### src/hdl/uudecode_decoder_assert.svh
`ifndef UUDECODE_DECODER_ASSERT_SVH
`define UUDECODE_DECODER_ASSERT_SVH

// Check that the consequent holds in the same cycle as the antecedent.
`define UUD_ASSERT_NOW(label, clk, rst_n, ante, cons, msg) \
    label: assert property (@(posedge clk) disable iff (!rst_n) (ante) |-> (cons)) \
        else $error(msg);

// Check that the consequent holds in the cycle after the antecedent.
`define UUD_ASSERT_NEXT(label, clk, rst_n, ante, cons, msg) \
    label: assert property (@(posedge clk) disable iff (!rst_n) (ante) |=> (cons)) \
        else $error(msg);

`endif

### src/hdl/uud_pkg.sv
`timescale 1ns / 1ps

package uud_pkg;

    localparam int unsigned SEXTET_W = 6;
    localparam int unsigned QUAD_LEN = 4;
    localparam int unsigned MAX_BYTES = 3;

    localparam logic [1:0] REQ_CHAR  = 2'd0;
    localparam logic [1:0] REQ_FLUSH = 2'd1;
    localparam logic [1:0] REQ_CLEAR = 2'd2;

    localparam logic [1:0] ST_OK      = 2'd0;
    localparam logic [1:0] ST_ILLEGAL = 2'd1;
    localparam logic [1:0] ST_PADDING = 2'd2;

    localparam logic [7:0] PAD_CHAR   = 8'h7E;
    localparam logic [7:0] ZERO_CHAR  = 8'h60;
    localparam logic [7:0] FIRST_CHAR = 8'h21;
    localparam logic [7:0] LAST_CHAR  = 8'h5F;

    typedef struct packed {
        logic                illegal;
        logic [SEXTET_W-1:0] value;
    } t_sextet;

    function automatic t_sextet rev_map(input logic [7:0] ch);
        t_sextet r;
        r.illegal = 1'b1;
        r.value   = '0;
        if (ch == ZERO_CHAR) begin
            r.illegal = 1'b0;
        end else if (ch >= FIRST_CHAR && ch <= LAST_CHAR) begin
            r.illegal = 1'b0;
            r.value   = ch[SEXTET_W-1:0] ^ 6'h20;
        end
        return r;
    endfunction

    function automatic logic [2:0] count_pads(input logic [QUAD_LEN-1:0] marks);
        logic [2:0] n;
        n = '0;
        for (int i = 0; i < QUAD_LEN; i++) begin
            n = n + {2'b00, marks[i]};
        end
        return n;
    endfunction

    function automatic logic [1:0] byte_count(input logic [2:0] pads);
        logic [1:0] n;
        n = (pads >= 3'd3) ? 2'd0 : 2'(3'd3 - pads);
        return n;
    endfunction

endpackage

### src/hdl/uudecode_decoder.sv
`timescale 1ns / 1ps
// The first result of a request is valid in the cycle after the request is accepted.
// One request per cycle while no bytes are pending; a request that yields bytes holds the
// output register until all are taken, and the next request can be taken as the last one is.
// Reset: i_rst_n is synchronous, active low; it clears the held quad, pad marks,
// count, end-of-stream flag and the output register.

`include "uudecode_decoder_assert.svh"

module uudecode_decoder
    import uud_pkg::*;
(
    input  logic       i_clk,
    input  logic       i_rst_n,
    input  logic       i_s_tvalid,
    output logic       o_s_tready,
    input  logic [7:0] i_s_tdata,   // [7:0] char_in
    input  logic [1:0] i_s_tuser,   // [1:0] req_type
    output logic       o_m_tvalid,
    input  logic       i_m_tready,
    output logic [7:0] o_m_tdata,   // [7:0] byte_out
    output logic [1:0] o_m_tuser,   // [1:0] status
    output logic       o_m_tlast    // last
);

    logic [SEXTET_W-1:0] r_sext [QUAD_LEN];
    logic [QUAD_LEN-1:0] r_pads;
    logic [1:0]          r_held;
    logic                r_expect;

    logic [SEXTET_W-1:0] n_sext [QUAD_LEN];
    logic [QUAD_LEN-1:0] n_pads;
    logic [1:0]          n_held;
    logic                n_expect;

    logic                r_busy;
    logic [1:0]          r_left;
    logic [1:0]          r_status;
    logic [7:0]          r_bytes [MAX_BYTES];

    logic [1:0]          n_num;
    logic [1:0]          n_status;
    logic [7:0]          n_bytes [MAX_BYTES];

    logic                s_acc;
    logic                m_acc;
    t_sextet             sx;
    logic [QUAD_LEN-1:0] marks;
    logic [23:0]         quad;
    logic                err;

    assign m_acc      = r_busy && i_m_tready;
    assign o_s_tready = !r_busy || (r_left == 2'd1 && i_m_tready);
    assign s_acc      = i_s_tvalid && o_s_tready;

    assign o_m_tvalid = r_busy;
    assign o_m_tdata  = r_bytes[0];
    assign o_m_tuser  = r_status;
    assign o_m_tlast  = (r_left == 2'd1);

    assign sx = rev_map(i_s_tdata);

    always_comb begin
        n_sext   = r_sext;
        n_pads   = r_pads;
        n_held   = r_held;
        n_expect = r_expect;
        n_num    = 2'd0;
        n_status = ST_OK;
        err      = 1'b0;
        marks    = r_pads;
        quad     = {r_sext[0], r_sext[1], r_sext[2], r_sext[3]};
        unique case (i_s_tuser)
            REQ_CLEAR: begin
                n_sext   = '{default: '0};
                n_pads   = '0;
                n_held   = '0;
                n_expect = 1'b0;
            end
            REQ_FLUSH: begin
                if (r_held != 2'd0) begin
                    marks  = r_pads | (4'hF << r_held);
                    n_num  = byte_count(count_pads(marks));
                    n_sext = '{default: '0};
                    n_pads = '0;
                    n_held = '0;
                end
            end
            REQ_CHAR: begin
                if (r_expect) begin
                    err      = 1'b1;
                    n_num    = 2'd1;
                    n_status = ST_PADDING;
                end else if (i_s_tdata == PAD_CHAR) begin
                    n_sext[r_held] = '0;
                    n_pads[r_held] = 1'b1;
                end else if (sx.illegal) begin
                    err      = 1'b1;
                    n_num    = 2'd1;
                    n_status = ST_ILLEGAL;
                    n_sext   = '{default: '0};
                    n_pads   = '0;
                    n_held   = '0;
                end else begin
                    n_sext[r_held] = sx.value;
                end
                if (!err) begin
                    if (r_held == 2'd3) begin
                        quad  = {n_sext[0], n_sext[1], n_sext[2], n_sext[3]};
                        n_num = byte_count(count_pads(n_pads));
                        if (n_pads != '0) begin
                            n_expect = 1'b1;
                        end
                        n_sext = '{default: '0};
                        n_pads = '0;
                        n_held = '0;
                    end else begin
                        n_held = r_held + 2'd1;
                    end
                end
            end
            default: begin
            end
        endcase
        n_bytes[0] = err ? 8'h00 : quad[23:16];
        n_bytes[1] = quad[15:8];
        n_bytes[2] = quad[7:0];
    end

    always_ff @(posedge i_clk) begin
        if (!i_rst_n) begin
            r_sext   <= '{default: '0};
            r_pads   <= '0;
            r_held   <= '0;
            r_expect <= 1'b0;
            r_busy   <= 1'b0;
            r_left   <= '0;
            r_status <= ST_OK;
            r_bytes  <= '{default: '0};
        end else begin
            if (s_acc) begin
                r_sext   <= n_sext;
                r_pads   <= n_pads;
                r_held   <= n_held;
                r_expect <= n_expect;
            end
            if (s_acc && n_num != 2'd0) begin
                r_busy   <= 1'b1;
                r_left   <= n_num;
                r_status <= n_status;
                r_bytes  <= n_bytes;
            end else if (m_acc) begin
                r_bytes[0] <= r_bytes[1];
                r_bytes[1] <= r_bytes[2];
                r_left     <= r_left - 2'd1;
                if (r_left == 2'd1) begin
                    r_busy <= 1'b0;
                end
            end
        end
    end

    `UUD_ASSERT_NOW(a_err_single, i_clk, i_rst_n, r_busy && r_status != ST_OK, r_left == 2'd1, "error result not single")
    `UUD_ASSERT_NOW(a_err_zero, i_clk, i_rst_n, o_m_tvalid && o_m_tuser != ST_OK, o_m_tdata == 8'h00, "error result carries data")
    `UUD_ASSERT_NEXT(a_clear, i_clk, i_rst_n, s_acc && i_s_tuser == REQ_CLEAR, r_held == 2'd0 && r_pads == '0 && !r_expect && !r_busy, "clear request left state")
    `UUD_ASSERT_NOW(a_pads_held, i_clk, i_rst_n, 1'b1, (r_pads >> r_held) == '0, "pad mark beyond held count")
    `UUD_ASSERT_NOW(a_ready_drain, i_clk, i_rst_n, o_s_tready && r_busy, r_left == 2'd1 && i_m_tready, "request taken while results pending")

endmodule

### config.mk
export PLATFORM = sky130hd
export DESIGN_NAME = uudecode_decoder
export DESIGN_NICKNAME = d
export VERILOG_FILES = /design/src/hdl/uud_pkg.sv /design/src/hdl/uudecode_decoder.sv
export VERILOG_INCLUDE_DIRS = /design/src /design/src/hdl
export SDC_FILE = /design/constraint.sdc
export NUM_CORES = 1
export LEC_CHECK = 0
export BUFFER_PORTS_ARGS = -buffer_cell sky130_fd_sc_hd__buf_4
export CELL_PAD_IN_SITES_DETAIL_PLACEMENT = 1
export CELL_PAD_IN_SITES_GLOBAL_PLACEMENT = 1
export CORE_AREA = 2 2 92 94
export CTS_CLUSTER_SIZE = 20
export DETAILED_ROUTE_END_ITERATION = 10
export DIE_AREA = 0 0 94 96
export HOLD_SLACK_MARGIN = 0.05
export PLACE_DENSITY = 0.85
export SETUP_SLACK_MARGIN = 0.5
export SYNTH_ARGS = -nofsm -noshare
export SYNTH_HDL_FRONTEND = slang
export SYNTH_SLANG_ARGS = --single-unit
### constraint.sdc
create_clock -name i_clk -period 3.95 [get_ports i_clk]
set_input_delay 0.1975 -clock i_clk [delete_from_list [all_inputs] [get_ports i_clk]]
set_output_delay 0.1975 -clock i_clk [all_outputs]
set_load 0.01 [all_outputs]
==> run metrics, run 1 <==
NetSw 0.360 mW; fmax 302 MHz; syn_nets 397; CP Class reg2reg; hold depth 3; layout cell share with drive strength beyond 1 0.218; Pwr Total 1.29 mW; minimum clock period 3.31 ns; clock network power share 0.392; Port Buf Inserts 26; count leader, synth dfxtp_1; Die Y 96 um; number of cells on the worst reg-to-reg path 15; sw frac 0.280; CTS max path bufs 2; global-route wire length before repair 15300 um; total track usage 0.222; Synth area leaders dfxtp_1, o211a_1, ha_1; CTS Sinks 60; clk_lat worst skew 0.34 ns; Final nets 411; Synth Area in Simple Gates 0.192; initial antenna violation count 0; Synth Flop Type dfxtp_1; Wirelength per Cell 19.1 um; Remaining Overflow, GRT 0; FFs w/ async S/R, synth 0; top-area cell type share of the netlist area 0.354; DP HPWL 6850 um; Mapped Cells 366; H-tree depth 3; core area 8050 um2; leak pwr 1.81 nW; ANT cells 0; Compound-Gate Fraction of Synth Area 0.230; internal power 0.927 mW; drt initial violations 147; Syn-to-layout area delta 14.5%; VDD IR max 0.000160 V; synthesized area per cell 9.27 um2; worst clock skew 0.0103 ns; Worst EP required 4.23 ns; Post-Route WL 9350 um; XOR/XNOR share of the synthesized area 0.00775; number of synthesis warnings 0; cell taking the most area after synthesis dfxtp_1; DRC Markers 0; row cnt 33; arrival time worst endpoint 3.59 ns; Routed Antenna Nets 0; IO Count 27; main combinational cell family by area after synthesis compound AO/OA/AOI/OAI gates; Yosys reg bits 60; Worst Path Max Fanout 25; status finished clean; GPL Wtd Cong 0.930; worst slew margin relative to its limit 0.359; proportion of synthesized area in mux cells 0.0915; top cells by count, synth dfxtp_1, nand2_1, o211a_1, o2bb2ai_1, and2_1; TritonCTS buffer count 9; Final Max Tran Viols 0; Hold Crit Class in2reg; sequential share of the synthesized area 0.354; Sequential Power Share 0.488; combinational share of power 0.120; final setup TNS 0 ns; CTS tree built; Initial Util 0.421; post-synth cell types 52; pin count of the biggest net entering global routing 49; Post-Synth Adder-Cell Area 0.0671; Pwr Density 331 nW/um2; Critical Path Start Type flip-flop; Die Wd 94 um; Post-synth EDFFs 0; Vias/cell 5.75; CTS clock-pin slew for the worst setup and hold paths 0.08 ns; vias in the first global route 2976; final worst path period share 0.837; RSZ-0062 raised after global routing yes; Crit. End Element flip-flop; Setup violations, final 0; clk root buf clkbuf_8; Cell Area, Synth 3390 um2; routed vias 2816; slew at the pin closest to its max-slew limit 0.959 ns; MaxCap Viol Count 0; DR pass1 iterations 4; endpoints failing hold 0; die area 9020 um2
## worst paths after layout
path,slack (ns),endpoint,start
max reg2reg,0.64,r_bytes[14],r_expect
min,0.17,o_m_tvalid,i_s_tvalid
max,0.64,r_bytes[14],r_expect
min reg2reg,0.46,r_sext[3],r_sext[3]
## sequential cells by signal, summed over array words and instances (netlist names)
register and count:
r_bytes 16, r_pads 4, r_held 2, r_sext 24, o_m_tvalid 1, r_expect 1
o_m_tdata 8, r_left 2, o_m_tuser 2
## placed cells by master (no fill, tap or decap), types with 4 or more instances in the layout
master     netlist  routed
clkbuf_8         0      10
nor2b_1          7       7
o2bb2ai_1       18      18
nand3_1         13      12
a21oi_1         11      11
o31ai_1          4       4
o211a_1         24      24
nand2_1         45      45
inv_1           12      12
nor2_1           7       5
buf_4            8      31
and2_1          17      17
a22oi_1          8       8
nand2b_1         5       5
dfxtp_1         60      59
o21ai_0          5       5
and3_1           6       6
ha_1            15      15
mux2_2          16      16
nand4_1          4       4
mux2i_1         13      13
a32oi_1          4       4
## per-stage QoR
step	instances	instance area, um2	hold WS [ns]	util	setup slack [ns]
floorplan	366	3390	0.345	-	0.597
global placement	471	3630	0.442	0.450	0.429
detailed placement	471	3630	0.447	0.450	0.160
CTS	489	3850	0.152	0.478	0.517
global route	490	3880	0.167	0.482	0.494
finish	490	3880	0.167	0.482	0.643
## kinds of logic after synthesis
family | count (synthesis)
fa+ha+maj | 17
xor+xnor | 3
mux | 29
flops | 60
simple gates | 123
buf+inv | 42
compound gates | 92
## what timing repair did
item	CTS	global route
resized for setup	2	7
buffers inserted	1	1
setup endpoints to repair	22	27
cloned	1	0
pin swaps	2	3
hold buffers	0	0
## power groups by stage
stage               Clock (mW)  Sequential, mW  Combinational (mW)
floorplan                    0           0.639               0.101
global placement             0           0.640               0.141
detailed placement           0           0.642               0.147
CTS                      0.511           0.628               0.152
global route             0.544           0.629               0.170
finish                   0.504           0.628               0.155
## per-layer routing
metal / GRT usage / vias to the layer above / wire, um
li1: - / 1352 / -
met1: 0.298 / 1376 / 4360
met2: 0.359 / 71 / 4380
met3: 0.0431 / 17 / 424
met4: 0.0749 / 0 / 186
met5: 0 / - / 0
## final cells by class
class / count / area (um2)
Fill cell: 934 / 4170
Multi-Input combinational cell: 264 / 2050
Sequential cell: 60 / 1200
Timing Repair Buffer: 33 / 280
Clock buffer: 10 / 138
Tap cell: 105 / 131
Inverter: 12 / 45.0
Clock inverter: 6 / 38.8
## critical path: stages (launching register included)
cell and delay (ns):
dfxtp_1 0.31, or2_1 0.26, nor4_2 0.14, buf_4 0.17
a21oi_1 0.08, nor2_2 0.16, fa_1 0.45, ha_1 0.22
ha_1 0.17, nand2b_1 0.18, nor3_2 0.19, nand3_2 0.14
a31oi_4 0.26, buf_4 0.18, buf_16 0.16, o211a_1 0.17
No activity file was read; power rests on OpenSTA's default activity.
==> inputs of run 2 (changes only) <==
- ABC_AREA: unset -> 1
- CORE_AREA: 2 2 92 94 -> 2 2 106 108
- DIE_AREA: 0 0 94 96 -> 0 0 108 110
- PLACE_DENSITY: 0.85 -> 0.86
- clock period: 3.95 -> 3 ns (I/O delays scaled with it)
==> run metrics, run 2 <==
clk_lat worst skew 0.37 ns (+0.03 ns); clock network power share 0.370 (-0.022); RSZ-0062 raised after global routing yes; number of cells on the worst reg-to-reg path 17 (+2); routed vias 5126 (+82%); CP top delay family simple AND/OR/NAND/NOR gates; minimum clock period 3.31 ns; Final nets 754 (+83%); slew at the pin closest to its max-slew limit 0.652 ns (-0.307 ns); CTS max path bufs 2 (unchanged); Hold Crit Class in2reg; NetSw 0.685 mW (+90%); worst slew margin relative to its limit 0.564 (+0.205); Initial Util 0.380 (-0.0415); global-route wire length before repair 25700 um (+67%); post-synth cell types 33 (-37%); Final Max Tran Viols 0 (unchanged); final setup TNS -5.42 ns (-5.42 ns); Crit. End Element flip-flop; fin worst setup slack -0.314 ns (-0.957 ns); Worst EP required 3.27 ns (-0.96 ns); vias in the first global route 5058 (+70%); syn_nets 681 (+72%); Setup violations, final 29 (+29); max incr delay on CP 0.45 ns (about the same); layout cell share with drive strength beyond 1 0.245 (+0.0263); Pwr Density 366 nW/um2 (+11%); Largest register FFs 24 (unchanged); sw frac 0.354 (+0.0739); DP HPWL 9950 um (+45%); status finished with violations; failing checks setup timing; most used cell, CP nand2_1; pin count of the biggest net entering global routing 40 (-18%); DR pass1 iterations 4 (unchanged); Synth Flop Type dfxtp_1; final worst path period share 1.10; CTS tree built; VDD IR max 0.000312 V (+95%); DRC Markers 0 (unchanged); number of synthesis warnings 0 (unchanged); core area 10700 um2 (+33%); sequential share of the synthesized area 0.296 (-0.0585); Post-synth EDFFs 0 (unchanged); Routed Antenna Nets 0 (unchanged); top cells by count, synth nand2_1, inv_1, dfxtp_1, a21oi_1; internal power 1.25 mW (+35%); total track usage 0.279 (+0.0567); Crit path buffers/inverters 6 (+3); Die Y 110 um (+15%); TritonCTS buffer count 9 (unchanged); CTS Sinks 60 (unchanged); hold depth 3 (unchanged); Vias/cell 5.91 (+2.8%); CTS clock-pin slew for the worst setup and hold paths 0.08 ns (about the same); IO Count 27 (unchanged); drt initial violations 547 (+270%); highest-count cells in the layout ignoring fill and taps nand2_1, buf_4, dfxtp_1; commonest non-fill, non-tap cell in the layout nand2_1; synthesized area per cell 6.25 um2 (-33%); Cell Area, Synth 4060 um2 (+20%); top-area cell type share of the netlist area 0.296 (-0.0585); cell taking the most area after synthesis dfxtp_1; Reg2Reg Setup Slack -0.29 ns (-0.93 ns); Reg with most FFs r_sext; Sequential Power Share 0.428 (-0.060); CP Class in2reg; initial antenna violation count 0 (unchanged); FFs w/ async S/R, synth 0 (unchanged); CP cell instances buf_4, inv_1, nand2_1, nor2_2, nand2_1, nor2_1, inv_2, o21ai_2, nand2_1, inv_2, fa_1, ha_4, ha_4, nor3_4, nand3_2, nand2_4, nand2_8, clkbuf_16, nand4_1, nand3_1, nand2_1, inv_1; Remaining Overflow, GRT 0 (unchanged); Mapped Cells 650 (+78%); count leader, synth nand2_1; combinational share of power 0.201 (+0.081); Yosys reg bits 60 (unchanged); post-layout util 0.494 (+0.0116); row cnt 38 (+15%); ANT cells 0 (unchanged); slowest stage cell, crit path fa_1; Levels on crit path 22 (+7); Wirelength per Cell 21.9 um (+15%); Port Buf Inserts 26 (unchanged); die area 11900 um2 (+32%); WHS 0.160 ns (-0.00719 ns); Die Wd 108 um (+15%); endpoints failing hold 0 (unchanged); GPL Wtd Cong 0.854 (-8.1%); MaxCap Viol Count 0 (unchanged); Critical Path Start Type primary input; fmax 302 MHz; arrival time worst endpoint 3.58 ns (about the same); Worst Path Max Fanout 8 (-68%); dpl ws -0.261 ns (-0.421 ns); fillcell total 1406 (+51%); leak pwr 2.47 nW (+36%); Syn-to-layout area delta 30.1%; Post-Route WL 19000 um (+100%); worst clock skew 0.00704 ns (-0.00330 ns); Synth area leaders dfxtp_1, nand2_1, a21oi_1; H-tree depth 3 (unchanged); clk root buf clkbuf_8
==> run 2: worst reg2reg max path, cell delays in order (launching register included) <==
cell and delay [ns]:
dfxtp_1 0.37, nor2_1 0.24, inv_2 0.12, o21ai_2 0.16, nand2_1 0.11, inv_2 0.10
fa_1 0.45, ha_4 0.21, ha_4 0.25, nor3_4 0.19, nand3_2 0.14, nand2_4 0.15
nand2_8 0.14, clkbuf_16 0.21, nand4_1 0.11, nand3_1 0.11, nand2_1 0.09, inv_1 0.05
==> run 2: path summary, 6_finish.rpt <==
kind | start | end
worst max-delay path | i_s_tdata[7] | r_bytes[12]
worst min register to register | r_sext[23] | r_sext[23]
worst max register to register | r_expect | r_bytes[12]
worst min-delay path | i_rst_n | r_bytes[10]
==> run 2: timing repair <==
item | CTS | global route
pin swaps | 5 | 20
buffers inserted | 22 | 8
setup endpoints to repair | 29 | 30
cloned | 4 | 1
hold buffers | 0 | 0
gates resized for setup | 15 | 37
==> run 2: logic make-up after synthesis <==
kind of cell | synth area share
compound gates | 0.140
flops | 0.296
simple gates | 0.387
buf+inv | 0.119
xor+xnor | 0.00216
fa+ha+maj | 0.0561
==> run 2: stage by stage <==
step	total power, mW	area, um2	std cells
2_1_floorplan	1.06	4170	650
3_3_place_gp	1.16	4580	817
3_5_place_dp	1.17	4580	817
4_1_cts	1.87	5070	859
5_1_grt	1.99	5280	868
6_report	1.94	5280	868
==> run 2: area by class of cell <==
| type | instances | area [um2] | area share |
|---|---|---|---|
| multi-input combinational | 489 | 2610 | 0.494 |
| inverter | 67 | 267 | 0.0504 |
| timing repair buffer | 96 | 851 | 0.161 |
| sequential | 60 | 1210 | 0.229 |
| clock buffer | 9 | 124 | 0.0234 |
| clock inverter | 7 | 50.0 | 0.00947 |
| tap | 140 | 175 | 0.0332 |
==> run 2: power groups by stage <==
stage                     Clock (mW)  Sequential (mW)  Combinational [mW]
after floorplan                    0            0.843               0.220
after global placement             0            0.844               0.311
after detailed placement           0            0.846               0.327
after CTS                      0.696            0.827               0.350
after global routing           0.742            0.831               0.418
final                          0.717            0.829               0.390
==> run 2: per-layer routing <==
layer | part of all wire | track usage | up-vias
li1 | - | - | 2243
met1 | 0.40 | 0.326 | 2517
met2 | 0.48 | 0.501 | 266
met3 | 0.061 | 0.0400 | 100
met4 | 0.059 | 0.134 | 0
met5 | 0 | 0 | -
